===== config.mk =====
export PLATFORM = sky130hd
export DESIGN_NAME = length_prefix_string_deframer_flat
export DESIGN_NICKNAME = d
export VERILOG_FILES = /design/src/sv/dfr_pkg.sv /design/src/sv/dfr_in_if.sv /design/src/sv/dfr_out_if.sv /design/src/sv/dfr_len_acc.sv /design/src/sv/length_prefix_string_deframer.sv /design/src/flat_wrapper.sv
export SDC_FILE = /design/constraint.sdc
export NUM_CORES = 1
export LEC_CHECK = 0
export ABC_CLOCK_PERIOD_IN_PS = 5050
export BUFFER_PORTS_ARGS = -buffer_cell sky130_fd_sc_hd__buf_2
export CAP_MARGIN = 20
export CELL_PAD_IN_SITES_DETAIL_PLACEMENT = 1
export CELL_PAD_IN_SITES_GLOBAL_PLACEMENT = 2
export CORE_MARGIN = 2
export CORE_UTILIZATION = 35
export DETAILED_ROUTE_END_ITERATION = 10
export GPL_TIMING_DRIVEN = 0
export HOLD_SLACK_MARGIN = 0.06
export PLACE_DENSITY = 0.85
export SYNTH_ARGS = -nofsm -noshare
export SYNTH_HDL_FRONTEND = slang
export SYNTH_HIERARCHICAL = 1
export SYNTH_SLANG_ARGS = --single-unit
export TNS_END_PERCENT = 20

===== constraint.sdc =====
create_clock -name i_clk -period 5.05 [get_ports i_clk]
set_input_delay 0.7575 -clock i_clk [delete_from_list [all_inputs] [get_ports i_clk]]
set_output_delay 0.7575 -clock i_clk [all_outputs]
set_load 0.01 [all_outputs]

===== src/sv/dfr_pkg.sv =====
package dfr_pkg;

    localparam int BYTE_W = 8;

    localparam logic [BYTE_W-1:0] DIGIT_LO = 8'd48;
    localparam logic [BYTE_W-1:0] DIGIT_HI = 8'd57;

    typedef enum logic [1:0] {
        ERR_NONE      = 2'd0,
        ERR_NO_LEN    = 2'd1,
        ERR_TOO_LARGE = 2'd2
    } t_err;

    typedef struct packed {
        logic clr;
        logic dig_en;
    } t_len_ctl;

    typedef struct packed {
        logic seen;
        logic ovf;
    } t_len_sts;

endpackage


===== src/sv/dfr_in_if.sv =====
interface dfr_in_if;
    import dfr_pkg::*;

    logic              valid;
    logic              ready;
    logic [BYTE_W-1:0] in_byte;

    modport source (output valid, output in_byte, input ready);
    modport sink (input valid, input in_byte, output ready);
endinterface


===== src/sv/dfr_out_if.sv =====
interface dfr_out_if;
    import dfr_pkg::*;

    logic              valid;
    logic              ready;
    logic [BYTE_W-1:0] data_byte;
    logic              byte_valid;
    logic              last_of_string;
    t_err              error_code;

    modport source (
        output valid, output data_byte, output byte_valid,
        output last_of_string, output error_code, input ready
    );
    modport sink (
        input valid, input data_byte, input byte_valid,
        input last_of_string, input error_code, output ready
    );
endinterface


===== src/sv/dfr_len_acc.sv =====
module dfr_len_acc #(
    parameter int LEN_WIDTH = 16
) (
    input  logic                  i_clk,
    input  logic                  i_rst_n,
    input  dfr_pkg::t_len_ctl     i_ctl,
    input  logic [3:0]            i_digit,
    output logic [LEN_WIDTH-1:0]  o_len,
    output dfr_pkg::t_len_sts     o_sts
);
    import dfr_pkg::*;

    localparam int WIDE_W = LEN_WIDTH + 4;

    logic [LEN_WIDTH-1:0] r_len;
    logic                 r_seen;
    logic                 r_ovf;
    logic [WIDE_W-1:0]    n_wide;
    logic                 n_over;

    always_comb begin
        n_wide = ({4'b0, r_len} << 3) + ({4'b0, r_len} << 1) + WIDE_W'(i_digit);
        n_over = |n_wide[WIDE_W-1:LEN_WIDTH];
    end

    always_ff @(posedge i_clk) begin
        if (!i_rst_n || i_ctl.clr) begin
            r_len  <= '0;
            r_seen <= 1'b0;
            r_ovf  <= 1'b0;
        end else if (i_ctl.dig_en) begin
            r_seen <= 1'b1;
            if (r_ovf || n_over) begin
                r_ovf <= 1'b1;
                r_len <= '1;
            end else begin
                r_len <= n_wide[LEN_WIDTH-1:0];
            end
        end
    end

    assign o_len    = r_len;
    assign o_sts.seen = r_seen;
    assign o_sts.ovf  = r_ovf;

endmodule


===== src/sv/length_prefix_string_deframer.sv =====
// A result word is visible on o_out in the cycle after its input word is taken.
// Throughput: one input word per cycle; the phase and length update is a single
// registered step; a waiting result word stalls input only while o_out.ready is low.
// Reset (synchronous, i_rst_n low): phase returns to length reading, length,
// byte count and the result valid flag clear.
module length_prefix_string_deframer #(
    parameter int LEN_WIDTH = 16
) (
    input  logic       i_clk,
    input  logic       i_rst_n,
    dfr_in_if.sink     i_in,
    dfr_out_if.source  o_out
);
    import dfr_pkg::*;

    typedef enum logic [1:0] {
        PH_LEN     = 2'd0,
        PH_PAYLOAD = 2'd1,
        PH_CLOSE   = 2'd2
    } t_phase;

    t_phase               r_phase;
    t_phase               n_phase;
    logic [LEN_WIDTH-1:0] r_left;
    logic [LEN_WIDTH-1:0] n_left;

    logic              r_out_valid;
    logic [BYTE_W-1:0] r_data;
    logic              r_bvalid;
    logic              r_last;
    t_err              r_err;

    logic              n_emit;
    logic [BYTE_W-1:0] n_data;
    logic              n_bvalid;
    logic              n_last;
    t_err              n_err;

    logic                 acc;
    logic                 is_digit;
    logic [3:0]           digit_raw;
    t_len_ctl             len_ctl;
    t_len_sts             len_sts;
    logic [LEN_WIDTH-1:0] len_val;

    assign i_in.ready = !r_out_valid || o_out.ready;
    assign acc        = i_in.valid && i_in.ready;
    assign is_digit   = (i_in.in_byte >= DIGIT_LO) && (i_in.in_byte <= DIGIT_HI);
    assign digit_raw  = 4'(i_in.in_byte - DIGIT_LO);

    dfr_len_acc #(.LEN_WIDTH(LEN_WIDTH)) u_len (
        .i_clk   (i_clk),
        .i_rst_n (i_rst_n),
        .i_ctl   (len_ctl),
        .i_digit (digit_raw),
        .o_len   (len_val),
        .o_sts   (len_sts)
    );

    always_comb begin
        n_phase        = r_phase;
        n_left         = r_left;
        n_emit         = 1'b0;
        n_data         = '0;
        n_bvalid       = 1'b0;
        n_last         = 1'b0;
        n_err          = ERR_NONE;
        len_ctl.clr    = 1'b0;
        len_ctl.dig_en = 1'b0;
        if (acc) begin
            case (r_phase)
                PH_PAYLOAD: begin
                    n_emit   = 1'b1;
                    n_data   = i_in.in_byte;
                    n_bvalid = 1'b1;
                    n_last   = (r_left <= LEN_WIDTH'(1));
                    if (r_left != '0) begin
                        n_left = r_left - LEN_WIDTH'(1);
                    end
                    if (n_left == '0) begin
                        n_phase = PH_CLOSE;
                    end
                end
                PH_CLOSE: begin
                    n_phase = PH_LEN;
                end
                default: begin
                    n_phase = PH_LEN;
                    if (is_digit) begin
                        len_ctl.dig_en = 1'b1;
                    end else begin
                        len_ctl.clr = 1'b1;
                        if (!len_sts.seen) begin
                            n_emit = 1'b1;
                            n_err  = ERR_NO_LEN;
                        end else if (len_sts.ovf) begin
                            n_emit = 1'b1;
                            n_err  = ERR_TOO_LARGE;
                        end else if (len_val == '0) begin
                            n_emit  = 1'b1;
                            n_last  = 1'b1;
                            n_left  = '0;
                            n_phase = PH_CLOSE;
                        end else begin
                            n_left  = len_val;
                            n_phase = PH_PAYLOAD;
                        end
                    end
                end
            endcase
        end
    end

    always_ff @(posedge i_clk) begin
        if (!i_rst_n) begin
            r_phase     <= PH_LEN;
            r_left      <= '0;
            r_out_valid <= 1'b0;
        end else begin
            r_phase <= n_phase;
            r_left  <= n_left;
            if (acc && n_emit) begin
                r_out_valid <= 1'b1;
            end else if (o_out.ready) begin
                r_out_valid <= 1'b0;
            end
        end
    end

    always_ff @(posedge i_clk) begin
        if (acc && n_emit) begin
            r_data   <= n_data;
            r_bvalid <= n_bvalid;
            r_last   <= n_last;
            r_err    <= n_err;
        end
    end

    assign o_out.valid          = r_out_valid;
    assign o_out.data_byte      = r_data;
    assign o_out.byte_valid     = r_bvalid;
    assign o_out.last_of_string = r_last;
    assign o_out.error_code     = r_err;

endmodule


===== src/flat_wrapper.sv =====
// flat-port wrapper written by rule: the top's interface ports become plain ports
module length_prefix_string_deframer_flat import dfr_pkg::*;
#(
    parameter int LEN_WIDTH = 16
)
  (i_clk, i_rst_n, i_in_valid, i_in_in_byte, i_in_ready, o_out_valid, o_out_data_byte, o_out_byte_valid, o_out_last_of_string, o_out_error_code, o_out_ready);
  dfr_in_if i_in_i ();
  dfr_out_if o_out_i ();
  input  logic i_clk;
  input  logic i_rst_n;
  input wire logic [$bits(i_in_i.valid)-1:0] i_in_valid;
  input wire logic [$bits(i_in_i.in_byte)-1:0] i_in_in_byte;
  output wire logic [$bits(i_in_i.ready)-1:0] i_in_ready;
  output wire logic [$bits(o_out_i.valid)-1:0] o_out_valid;
  output wire logic [$bits(o_out_i.data_byte)-1:0] o_out_data_byte;
  output wire logic [$bits(o_out_i.byte_valid)-1:0] o_out_byte_valid;
  output wire logic [$bits(o_out_i.last_of_string)-1:0] o_out_last_of_string;
  output wire logic [$bits(o_out_i.error_code)-1:0] o_out_error_code;
  input wire logic [$bits(o_out_i.ready)-1:0] o_out_ready;
  assign i_in_i.valid = i_in_valid;
  assign i_in_i.in_byte = i_in_in_byte;
  assign i_in_ready = i_in_i.ready;
  assign o_out_valid = o_out_i.valid;
  assign o_out_data_byte = o_out_i.data_byte;
  assign o_out_byte_valid = o_out_i.byte_valid;
  assign o_out_last_of_string = o_out_i.last_of_string;
  assign o_out_error_code = o_out_i.error_code;
  assign o_out_i.ready = o_out_ready;
  length_prefix_string_deframer #(.LEN_WIDTH(LEN_WIDTH)) u_core (.i_clk(i_clk), .i_rst_n(i_rst_n), .i_in(i_in_i), .o_out(o_out_i));
endmodule

# == Word-level counts from Yosys, hierarchy flattened ==
# Index checks and enable logic that the tools add are counted.
# totals
input_bits,12
regBits,49
output_inout_bits,14
word_cells,81
# op_classes
bitwise,3
magnitude_cmp,3
mux,34
n_reduce_logical,21
n_eq_ne,5
add_sub_neg,4
# ops
operator,count
$mux 16,8
$logic_not 16->1,2
$pmux 16 s2,1
$add 19x17->20,1
$add 20x4->20,1
$le 16x1->1 const B,1
$mux 2,8
$reduce_bool 16->1,1
$sub 16x1->16 const B,1
$mux 1,14
$ge 8x6->1 const B,1
$le 8x6->1 const B,1
$reduce_or 4->1,2
$reduce_and 2->1,3
$reduce_and 5->1,1
$reduce_or 5->1,1
$ne 2x1->1 const B,2
$pmux 1 s2,2
$pmux 2 s2,1
$reduce_bool 2->1,2
$sub 4x1->4 const B,1
$logic_and 1x1->1,3
$logic_or 1x1->1,3
$not 1->1,3
5 further kinds,6

# == Logic depth before layout (Yosys ltp) ==
# Gate-level depths: netlist of the first run.
# logic_depth
depth_word,9
ltp_mapped,13
depth_no_buf,12

# == By module ==
# Netlist of the first run, hierarchy kept.
# modules_own_cells
mod,cells_per_inst,instances,area_per_inst_um2,seq_area_each_um2
length_prefix_string_deframer,241,1,2065.7,740.7
dfr_len_acc,190,1,1630.3,360.3

# == Worst setup path after synthesis of the first run ==
# OpenSTA, ideal clock, no wires.
# synth_path
path_type,input to register
from,input port i_in_in_byte[3]
to,"register u_core.u_len.r_len[12], in the netlist u_core/u_len/o_len[12]"
arrival_time_ps,3492
t_required_ps,4914
slack_ps,1422
setup_time_ps,136
stages,12
n_path_buf,1
cell_sequence,fa_1 inv_1 fa_1 nand2b_1 a21o_1 a21oi_1 a41oi_2 o31ai_2 xnor2_1 nor4_4 buf_6 a31oi_1
# synth_between
elab_chain_len,6
word_cells_on_any_way,13
cone_classes,add/sub (2); order compare (2); mux (5); reduce/logical (4)
# synth_lines
element,line,text
"start, declared",flat_wrapper.sv:12,input wire logic [$bits(i_in_i.in_byte)-1:0] i_in_in_byte;
"parallel branches: the longest is 6 deep, another holds $add 20x4->20",-,
"end signal, assigned",dfr_len_acc.sv:37,r_len <= n_wide[LEN_WIDTH-1:0];
"end, declared",dfr_len_acc.sv:15,logic [LEN_WIDTH-1:0] r_len;
# Parallel ways; which one is timed is not known.
# A chain may end at the register's enable or synchronous reset.

# == Worst setup path in the final report of the first run ==
# layout_path
from,input port i_in_in_byte[3]
to,"register u_core.u_len.r_len[13], in the netlist u_core/u_len/o_len[13]"
# Same word-level chain as after synthesis.

==> flow_summary.json, run 1 <==
{
  "clock_latency_ns": 0.32,
  "drt-pass1-iter-count": 4,
  "cts_resized": 0,
  "num_rows": 37,
  "crit_path_end_kind": "register",
  "initial_core_util_pct": 36.0,
  "clkPwrFrac_pct": 35.5,
  "antennaDiodeCount": 0,
  "syn_to_final_growth_pct": 10.6,
  "p_comb_share_pct": 8.6,
  "yosysSeqAreaShare_pct": 29.8,
  "cts_hold_buf": 0,
  "grt_setup_unrepaired": "false",
  "cp-start-kind": "input port",
  "drive_gt1_share_pct": 14.0,
  "drtIter0Drc": 125,
  "io-pin-count": 26,
  "yosysTopAreaCell": "dfxtp_1",
  "drc": 0,
  "grt_use_total_pct": 20.8,
  "worstSetupPathType": "input port to register",
  "finalCritPeriodShare_pct": 78.1,
  "r2r_start": "u_core/u_len/o_len[2]$_SDFFE_PP0P_",
  "regArea_mm2": 0.00110,
  "wirelength_mm": 11.3,
  "grt_pass1_vias": 3537,
  "die_h_um": 107,
  "drt-wirelength-per-cell_um": 18.9,
  "num_vias": 3432,
  "postRouteAntennaNets": 0,
  "fmax_mhz": 254,
  "final_core_util_pct": 39.8,
  "status": "finished, final reports clean",
  "hold_depth": 2,
  "dieWidth_um": 107,
  "slew_headroom_pct": 58.5,
  "avgSynthCellArea_um2": 8.58,
  "dp_slack_ns": 0.772,
  "netlist.area_leader.share_pct": 20.0,
  "grt_antenna_before_repair": 0,
  "worst_slack_ns": 1.11,
  "setup_viol": 0,
  "yosysMostFrequentCell": "o21ai_0",
  "multi_input_area_mm2": 0.00241,
  "hold_violations": 0,
  "min_from": "u_core/r_phase[1]$_SDFFE_PN0P_",
  "p_seq_share_pct": 55.9,
  "synth_common_cells": "o21ai_0, dfxtp_1, ha_1",
  "synth_flop_cell": "dfxtp_1",
  "grt_max_degree": 19,
  "fin_tns_setup_ns": 0,
  "cp-startpoint": "i_in_in_byte[3]",
  "grt_overflow": 0,
  "power_leakage_nw": 1.75,
  "synth_cell_types": 60,
  "async_flop_share_pct": 0,
  "clkSinkCount": 49,
  "power_density_mw_per_mm2": 181,
  "p_int_uw": 535,
  "cts-root-buf": "clkbuf_8",
  "slew_viol_final": 0,
  "r2r_cells": 12,
  "cts_max_level": 2,
  "clk_pin_slew_worst_paths_ns": 0.10,
  "port_buffers": 25,
  "cts_buffers": 5,
  "grt_pass1_wl_mm": 18.8,
  "p_switching_uw": 203,
  "ys_warn_count": 6,
  "path_max_fanout": 10,
  "place.gp.congestion": 0.842,
  "nFillCells": 1247,
  "tightest_slew_ns": 0.618,
  "crit_required_ns": 5.24,
  "synth_seq_cells": 49,
  "hpwl_mm": 8.74,
  "arrival_ns": 4.13,
  "synth_cells": 431,
  "post_cts_buffers": 0,
  "worst_ir_drop_vdd_mv": 0.100,
  "min_path_type": "register to register",
  "synth_edf_count": 12,
  "post-route-min-period_ns": 3.94,
  "cap_violations": 0,
  "die_area_mm2": 0.0114,
  "synth_area_leaders": "dfxtp_1, ha_1, edfxtp_1, o21ai_0, a21oi_1",
  "core_mm2": 0.0103,
  "via_per_inst": 5.72,
  "tritoncts": "built",
  "switching_share_pct": 27.5,
  "fin_skew_ns": 0.00776,
  "clk_path_buf_depth": 2,
  "nNetsFinal": 513,
  "syn-num-nets": 481,
  "synth_area_mm2": 0.00370,
  "finalPower_uw": 738
}
cell families after synthesis:
group	share of synthesized area, %
xor gates and xnor gates	3.79
AOI/OAI and AO/OA	25.3
buffers and inverters	4.98
DFF	29.8
muxes	1.49
and+or+nand+nor	21.4
adders and majority gates	13.3
sequential cells by signal (all words and copies together) (netlist names):
name and cells:
u_core/r_left 16, u_core/u_len/o_len 16, u_core/o_out.data_byte 8, u_core/o_out.error_code 2, u_core/r_phase 2, u_core/o_out.byte_valid 1
u_core/o_out.last_of_string 1, u_core/o_out.valid 1, u_core/u_len/r_ovf 1, u_core/u_len/r_seen 1
worst paths after layout:
kind                                         endpoint  slack [ns]
setup / recovery  u_core/u_len/o_len[13]$_SDFFE_PP0P_        1.11
hold / removal         u_core/r_phase[1]$_SDFFE_PN0P_        0.50
setup reg to reg  u_core/u_len/o_len[13]$_SDFFE_PP0P_        1.25
hold reg to reg        u_core/r_phase[1]$_SDFFE_PN0P_        0.50
worst max-delay path: stages:
cell and delay (ns):
buf_2 0.13, fa_1 0.57, inv_1 0.07, fa_1 0.44
nand2b_1 0.17, a21o_1 0.19, a21oi_1 0.27, a41oi_2 0.22
o31ai_2 0.25, xnor2_1 0.13, nor4_4 0.61, buf_6 0.23
a31oi_1 0.08
power by group through the flow:
stage	registers [mW]	logic (mW)	clock network [mW]
detailed placement	0.421	0.0636	0
finish	0.412	0.0636	0.262
global route	0.413	0.0701	0.285
floorplan	0.424	0.0352	0
global placement	0.421	0.0615	0
CTS	0.412	0.0639	0.269
layout make-up:
| cell class | count | share of cell area, % |
|---|---|---|
| Buffer | 23 | 2.57 |
| Sequential cell | 49 | 26.9 |
| Multi-Input combinational cell | 338 | 59.0 |
| Inverter | 21 | 1.93 |
| Clock inverter | 3 | 0.704 |
| Clock buffer | 5 | 1.68 |
| Tap cell | 136 | 4.16 |
| Timing Repair Buffer | 25 | 3.06 |
through the flow:
stage,area (um^2),hold WS (ns),cells
2_1_floorplan,3700,0.429,431
4_1_cts,4090,0.495,600
3_3_place_gp,3990,0.441,592
5_1_grt,4090,0.521,600
3_5_place_dp,3990,0.469,592
6_report,4090,0.501,600
layer usage:
layer	wire [um]	up-vias	track usage, %
met3	257	10	2.19
met1	5330	1709	27.5
met4	148	0	5.94
met2	5600	33	36.1
li1	-	1680	-
met5	0	-	0
cell usage in the layout (no fill, tap or decap), types with 5 or more instances in the layout:
master and n:
nor4_1 7, xnor2_1 8, a21oi_1 31, nand4_1 6
xor2_1 8, a21o_1 8, clkbuf_1 17, o21a_1 5
and2_1 11, o221a_2 7, nand3_1 9, nand2b_1 7
nor2_1 26, and3_1 8, nor3_1 11, clkbuf_8 5
ha_1 36, edfxtp_1 12, nand2_1 27, dfxtp_1 37
o21ai_0 38, inv_1 20, nor2b_1 5, buf_2 27
a31oi_1 24
Note: power is estimated with default switching activity, not from simulation.
==> run 2, diff against run 1 <==
--- a/config.mk
+++ b/config.mk
@@ -5,17 +5,18 @@
 export SDC_FILE = /design/constraint.sdc
 export NUM_CORES = 1
 export LEC_CHECK = 0
-export ABC_CLOCK_PERIOD_IN_PS = 5050
+export ABC_AREA = 1
+export ABC_CLOCK_PERIOD_IN_PS = 3200
 export BUFFER_PORTS_ARGS = -buffer_cell sky130_fd_sc_hd__buf_2
 export CAP_MARGIN = 20
 export CELL_PAD_IN_SITES_DETAIL_PLACEMENT = 1
 export CELL_PAD_IN_SITES_GLOBAL_PLACEMENT = 2
 export CORE_MARGIN = 2
-export CORE_UTILIZATION = 35
+export CORE_UTILIZATION = 31
 export DETAILED_ROUTE_END_ITERATION = 10
 export GPL_TIMING_DRIVEN = 0
 export HOLD_SLACK_MARGIN = 0.06
-export PLACE_DENSITY = 0.85
+export PLACE_DENSITY = 0.86
 export SYNTH_ARGS = -nofsm -noshare
 export SYNTH_HDL_FRONTEND = slang
 export SYNTH_HIERARCHICAL = 1
==> constraint.sdc (replaced) <==
create_clock -name i_clk -period 3.2 [get_ports i_clk]
set_input_delay 0.48 -clock i_clk [delete_from_list [all_inputs] [get_ports i_clk]]
set_output_delay 0.48 -clock i_clk [all_outputs]
set_load 0.01 [all_outputs]
==> run 2 against run 1 <==
  * Worst hold slack lost 0.0045 ns
  * Cell count grew 49%
  * Synthesized area grew 19%
  * Count of clock-buffer cells in the layout is the same
==> flow_summary.json, run 2 <==
{
  "status": "finished, final reports clean",
  "crit_required_ns": 3.38,
  "path_buf_inv": 4,
  "hold_end": "u_core/u_len/o_len[0]$_SDFFE_PP0P_",
  "r2r_cells": 16,
  "clock_latency_ns": 0.29,
  "use_met1_pct": 25.0,
  "critPathMaxStageDelay_ns": 0.57,
  "cts_max_level": 2,
  "dp_slack_ns": 0.200,
  "hold_depth": 5,
  "synth_area_mm2": 0.00439,
  "min_path_type": "input port to register",
  "initial_core_util_pct": 31.6,
  "yosysTopAreaCell": "dfxtp_1",
  "drive_gt1_share_pct": 14.6,
  "path_cells": "fa_1 -> inv_1 -> fa_1 -> inv_1 -> nand2_1 -> nand2_4 -> nand3_2 -> nand2_2 -> nand2_1 -> nand3_2 -> nand2_4 -> nor2_8 -> buf_12 -> nand3_2 -> nand2_1 -> inv_1",
  "synth_common_cells": "nand2_1, inv_1, nor2_1",
  "fin_tns_setup_ns": 0,
  "dieWidth_um": 123,
  "nFillCells": 1855,
  "p_comb_share_pct": 29.4,
  "ys_warn_count": 6,
  "slew_viol_final": 0,
  "num_rows": 43,
  "grt-busiest-layer": "met2",
  "crit_path_end_kind": "register",
  "die_area_mm2": 0.0151,
  "path_delay_family": "adder cells",
  "worst_ir_drop_vdd_mv": 0.183,
  "synth_area_leaders": "dfxtp_1, nand2_1, ha_1, inv_1, edfxtp_1",
  "grt_max_degree": 19,
  "cts-root-buf": "clkbuf_16",
  "die_h_um": 123,
  "cp-start-kind": "register",
  "r2r_start": "u_core/u_len/o_len[0]$_SDFFE_PP0P_",
  "synth_flop_cell": "dfxtp_1",
  "synth_edf_count": 12,
  "grt_pass1_wl_mm": 22.0,
  "wirelength_mm": 12.8,
  "setup_viol": 0,
  "power_density_mw_per_mm2": 358,
  "worst_slack_ns": 0.418,
  "grt_pass1_vias": 4425,
  "cap_violations": 0,
  "clk_path_buf_depth": 2,
  "final_cell_mix": "nand2_1, inv_1, nor2_1, a21oi_1, nand3_1",
  "io-pin-count": 26,
  "min_from": "i_in_in_byte[0]",
  "grt_use_total_pct": 18.2,
  "drt-wirelength-per-cell_um": 14.3,
  "synth_cell_types": 38,
  "worstSetupPathType": "register to register",
  "post_cts_buffers": 0,
  "syn-num-nets": 728,
  "grt_overflow": 0,
  "hpwl_mm": 10.7,
  "avgSynthCellArea_um2": 6.48,
  "layout_commonest_cell": "nand2_1",
  "switching_share_pct": 35.0,
  "synth_cells": 678,
  "netlist.area_leader.share_pct": 16.9,
  "drt-pass1-iter-count": 4,
  "via_per_inst": 4.77,
  "path_max_fanout": 10,
  "postRouteAntennaNets": 0,
  "r2r-end": "u_core/u_len/o_len[14]$_SDFFE_PP0P_",
  "power_leakage_nw": 2.63,
  "drc": 0,
  "arrival_ns": 2.97,
  "num_vias": 4252,
  "antennaDiodeCount": 0,
  "p_switching_uw": 615,
  "regToRegSetupSlack_ns": 0.42,
  "port_buffers": 25,
  "slowest_stage": "fa_1",
  "core_mm2": 0.0139,
  "fmax_mhz": 359,
  "p_int_mw": 1.14,
  "clk_pin_slew_worst_paths_ns": 0.07,
  "met3_usage_pct": 1.11,
  "tightest_slew_ns": 0.555,
  "yosysSeqAreaShare_pct": 25.1,
  "grt_antenna_before_repair": 0,
  "cts_buffers": 5,
  "p_seq_share_pct": 39.5,
  "hold_violations": 0,
  "clkSinkCount": 49,
  "cts_hold_buf": 0,
  "place.gp.congestion": 0.861,
  "grt_setup_unrepaired": "false",
  "slew_headroom_pct": 63.0,
  "synth_seq_cells": 49,
  "syn_to_final_growth_pct": 11.6,
  "drtIter0Drc": 157,
  "yosysMostFrequentCell": "nand2_1",
  "nNetsFinal": 761,
  "post-route-min-period_ns": 2.78,
  "async_flop_share_pct": 0,
  "fin_skew_ns": 0.0104,
  "tritoncts": "built",
  "use_met2_pct": 31.9,
  "clkPwrFrac_pct": 31.1,
  "finalCritPeriodShare_pct": 86.9,
  "cts_resized": 0
}
==> run 2: cell count changes after synthesis, moves of 19 or more <==
cell,before,now
nand2_2,0,19
nor2_1,26,91
inv_1,20,101
nand2_1,27,176
a31oi_1,24,0
nand3_1,9,38
==> run 2: worst max-delay path by stage <==
| stage | depth (start not counted) | to | slack, ns | start |
|---|---|---|---|---|
| 3_3_place_gp | 17 | u_core/u_len/o_len[14]$_SDFFE_PP0P_ | 0.25 | i_in_in_byte[3] |
| 6_report | 16 | u_core/u_len/o_len[14]$_SDFFE_PP0P_ | 0.42 | u_core/u_len/o_len[0]$_SDFFE_PP0P_ |
| 2_1_floorplan | 16 | u_core/u_len/o_len[13]$_SDFFE_PP0P_ | 0.59 | i_in_in_byte[3] |
| 4_1_cts | 16 | u_core/u_len/o_len[14]$_SDFFE_PP0P_ | 0.39 | u_core/u_len/o_len[0]$_SDFFE_PP0P_ |
| 3_5_place_dp | 17 | u_core/u_len/o_len[5]$_SDFFE_PP0P_ | 0.20 | i_in_in_byte[3] |
| 5_1_grt | 16 | u_core/u_len/o_len[13]$_SDFFE_PP0P_ | 0.21 | u_core/u_len/o_len[0]$_SDFFE_PP0P_ |
==> run 2: logic make-up after synthesis <==
| logic type | count (synthesis) | share of synthesized area (%) |
|---|---|---|
| adders and majority gates | 38 | 11.2 |
| buffers and inverters | 127 | 12.0 |
| AOI/OAI and AO/OA | 74 | 9.11 |
| and+or+nand+nor | 381 | 40.8 |
| DFF | 49 | 25.1 |
| xor gates and xnor gates | 9 | 1.79 |
==> run 2: metrics by stage <==
stage                     utilization, %  std cells  cell area, um^2  total power, mW  hold WS [ns]
after floorplan                        -        678             4390             1.07         0.450
after global placement              34.2        883             4740             1.20         0.467
after detailed placement            34.2        884             4750             1.22         0.511
after CTS                           35.3        892             4900             1.77         0.493
after global routing                35.3        892             4900             1.87         0.511
final                               35.3        892             4900             1.76         0.497
==> run 2: layout make-up <==
class	count	area (um^2)	area share, %
multi-input combinational	502	2760	56.4
sequential	49	1100	22.4
inverter	110	413	8.42
tap	180	225	4.59
timing repair buffer	26	133	2.70
clock buffer	5	125	2.55
buffer	17	115	2.35
clock inverter	3	28.8	0.587
==> run 2: layer usage <==
layer	wire length, um	up-vias
met1	6500	2023
met2	6140	15
met5	0	-
met3	86	4
met4	57	0
li1	-	2210
==> run 2: worst reg2reg max path, cell delays in order (launching register included) <==
cell and delay (ns):
dfxtp_1 0.40, fa_1 0.57, inv_1 0.07, fa_1 0.42, inv_1 0.08, nand2_1 0.10
nand2_4 0.10, nand3_2 0.07, nand2_2 0.10, nand2_1 0.10, nand3_2 0.10, nand2_4 0.07
nor2_8 0.18, buf_12 0.17, nand3_2 0.06, nand2_1 0.07, inv_1 0.04
==> run 2: power groups by stage <==
| stage | Combinational (mW) | Clock (mW) | Sequential, mW |
|---|---|---|---|
| 2_1_floorplan | 0.362 | 0 | 0.710 |
| 3_3_place_gp | 0.498 | 0 | 0.706 |
| 3_5_place_dp | 0.514 | 0 | 0.707 |
| 5_1_grt | 0.585 | 0.587 | 0.698 |
| 4_1_cts | 0.517 | 0.559 | 0.693 |
| 6_report | 0.516 | 0.547 | 0.693 |
==> run 3, diff against run 2 <==
--- a/config.mk
+++ b/config.mk
@@ -9,14 +9,12 @@
 export ABC_CLOCK_PERIOD_IN_PS = 3200
 export BUFFER_PORTS_ARGS = -buffer_cell sky130_fd_sc_hd__buf_2
 export CAP_MARGIN = 20
-export CELL_PAD_IN_SITES_DETAIL_PLACEMENT = 1
-export CELL_PAD_IN_SITES_GLOBAL_PLACEMENT = 2
 export CORE_MARGIN = 2
-export CORE_UTILIZATION = 31
+export CORE_UTILIZATION = 35
 export DETAILED_ROUTE_END_ITERATION = 10
 export GPL_TIMING_DRIVEN = 0
 export HOLD_SLACK_MARGIN = 0.06
-export PLACE_DENSITY = 0.86
+export PLACE_DENSITY = 0.62
 export SYNTH_ARGS = -nofsm -noshare
 export SYNTH_HDL_FRONTEND = slang
 export SYNTH_HIERARCHICAL = 1
==> run 3 against run 2 <==
  * Wire length shrank 16%
  * Critical path type unchanged
  * Cell count down 1.3%
  * Maximum frequency increased by 1.9%
  * Worst setup slack gained 0.051 ns
  * Sequential cell count unchanged
  * Global-route usage is 1.2 points lower
  * Sequential share of layout area unchanged
==> flow_summary.json, run 3 (same netlist as run 2, synthesis figures left out) <==
{
  "status": "finished, final reports clean",
  "dieWidth_um": 116,
  "worstSetupPathType": "register to register",
  "cts_hold_buf": 0,
  "cts-root-buf": "clkbuf_16",
  "via_per_inst": 4.64,
  "layout_commonest_cell": "nand2_1",
  "tritoncts": "built",
  "holdWs_ns": 0.482,
  "postRouteAntennaNets": 0,
  "drc": 0,
  "grt_overflow": 0,
  "fin_skew_ns": 0.00571,
  "cts_resized": 0,
  "clkSinkCount": 49,
  "path_delay_family": "adder cells",
  "finalCritPeriodShare_pct": 85.3,
  "initial_core_util_pct": 36.3,
  "fin_tns_setup_ns": 0,
  "die_area_mm2": 0.0135,
  "grt_pass1_vias": 3791,
  "cap_violations": 0,
  "syn_to_final_growth_pct": 11.6,
  "regToRegSetupSlack_ns": 0.47,
  "power_density_mw_per_mm2": 366,
  "min_path_type": "input port to register",
  "path_buf_inv": 4,
  "grt_pass1_wl_mm": 18.5,
  "drt-pass1-iter-count": 5,
  "nNetsFinal": 761,
  "finalPower_mw": 1.79,
  "slew_headroom_pct": 65.2,
  "cts_max_level": 2,
  "grt_use_total_pct": 17.0,
  "clock_latency_ns": 0.29,
  "fmax_mhz": 366,
  "cts_buffers": 5,
  "path_cells": "fa_1 -> inv_1 -> fa_1 -> inv_1 -> nand2_1 -> nand2_4 -> nand3_2 -> nand2_2 -> nand2_1 -> nand3_2 -> nand2_4 -> nor2_8 -> buf_12 -> nand3_2 -> nand2_1 -> inv_1",
  "post_cts_buffers": 0,
  "hold_depth": 5,
  "port_buffers": 25,
  "drive_gt1_share_pct": 14.6,
  "final_core_util_pct": 40.5,
  "place.gp.congestion": 0.854,
  "arrival_ns": 2.92,
  "crit_required_ns": 3.39,
  "r2r-end": "u_core/u_len/o_len[14]$_SDFFE_PP0P_",
  "worst_ir_drop_vdd_mv": 0.193,
  "clk_path_buf_depth": 2,
  "critPathMaxStageDelay_ns": 0.57,
  "setup_viol": 0,
  "hold_violations": 0,
  "num_vias": 4080,
  "slowest_stage": "fa_1",
  "power_leakage_nw": 2.64,
  "drtIter0Drc": 248,
  "cp-start-kind": "register",
  "r2r_cells": 16,
  "hold_end": "u_core/u_len/o_len[0]$_SDFFE_PP0P_",
  "die_h_um": 116,
  "slew_viol_final": 0,
  "io-pin-count": 26,
  "grt_antenna_before_repair": 0,
  "worst_slack_ns": 0.469,
  "multi_input_area_mm2": 0.00276,
  "grt_max_degree": 17,
  "antennaDiodeCount": 0,
  "min_from": "i_in_in_byte[0]",
  "dp_slack_ns": 0.249,
  "nFillCells": 1362,
  "wirelength_mm": 10.8,
  "crit_path_end_kind": "register",
  "num_rows": 40,
  "path_max_fanout": 10,
  "core_mm2": 0.0121,
  "hpwl_mm": 8.62,
  "clk_pin_slew_worst_paths_ns": 0.07,
  "post-route-min-period_ns": 2.73,
  "grt_setup_unrepaired": "false",
  "r2r_start": "u_core/u_len/o_len[0]$_SDFFE_PP0P_",
  "tightest_slew_ns": 0.523,
  "final_cell_mix": "nand2_1, inv_1, nor2_1, a21oi_1, nand3_1",
  "cp-startpoint": "u_core/u_len/o_len[0]$_SDFFE_PP0P_",
  "drt-wirelength-per-cell_um": 12.2,
  "regArea_mm2": 0.00110
}
-- run 3: cell count changes in the layout (fill, tap and decap cells not counted), sizes merged --
cell,before,now
bufinv,0,1
inv,110,109
-- run 3: worst register-to-register path: stages (launching register included) --
cell     delay (ns)
dfxtp_1        0.40
fa_1           0.58
inv_1          0.07
fa_1           0.41
inv_1          0.07
nand2_1        0.09
nand2_4        0.10
nand3_2        0.06
nand2_2        0.09
nand2_1        0.09
nand3_2        0.10
nand2_4        0.07
nor2_8         0.18
buf_12         0.17
nand3_2        0.06
nand2_1        0.06
inv_1          0.03
-- run 3: how the worst max path moves through the flow --
stage,cells after the start,end,slack [ns]
floorplan,16,u_core/u_len/o_len[13]$_SDFFE_PP0P_,0.59
global placement,17,u_core/u_len/o_len[5]$_SDFFE_PP0P_,0.25
detailed placement,17,u_core/u_len/o_len[14]$_SDFFE_PP0P_,0.25
CTS,16,u_core/u_len/o_len[14]$_SDFFE_PP0P_,0.44
global route,16,u_core/u_len/o_len[14]$_SDFFE_PP0P_,0.26
finish,16,u_core/u_len/o_len[14]$_SDFFE_PP0P_,0.47
-- run 3: where the power goes --
| part | switching, mW | total (mW) | internal (mW) | leakage (nW) |
|---|---|---|---|---|
| Clock | 0.236 | 0.607 | 0.370 | 0.0842 |
| Combinational | 0.323 | 0.496 | 0.172 | 2.14 |
| Sequential | 0.0224 | 0.692 | 0.669 | 0.418 |
-- run 3: cell type report --
cell class	instances	share of cell area (%)
Multi-Input combinational cell	502	56.4
Sequential cell	49	22.4
Inverter	110	8.42
Tap cell	168	4.29
Timing Repair Buffer	26	2.70
Clock buffer	5	2.55
Buffer	17	2.35
Clock inverter	3	0.893
-- run 3: layer usage --
layer / vias up / part of all wire, % / GRT usage [%]
met3: 6 / 2.8 / 1.73
met2: 50 / 44 / 27.2
met4: 0 / 0.71 / 3.49
li1: 2214 / - / -
met5: - / 0 / 0
met1: 1810 / 52 / 24.8
-- run 3: per-stage QoR --
step / cells / area [um^2]
6_report: 880 / 4900
5_1_grt: 880 / 4900
4_1_cts: 880 / 4900
3_5_place_dp: 872 / 4740
3_3_place_gp: 871 / 4730
2_1_floorplan: 678 / 4390
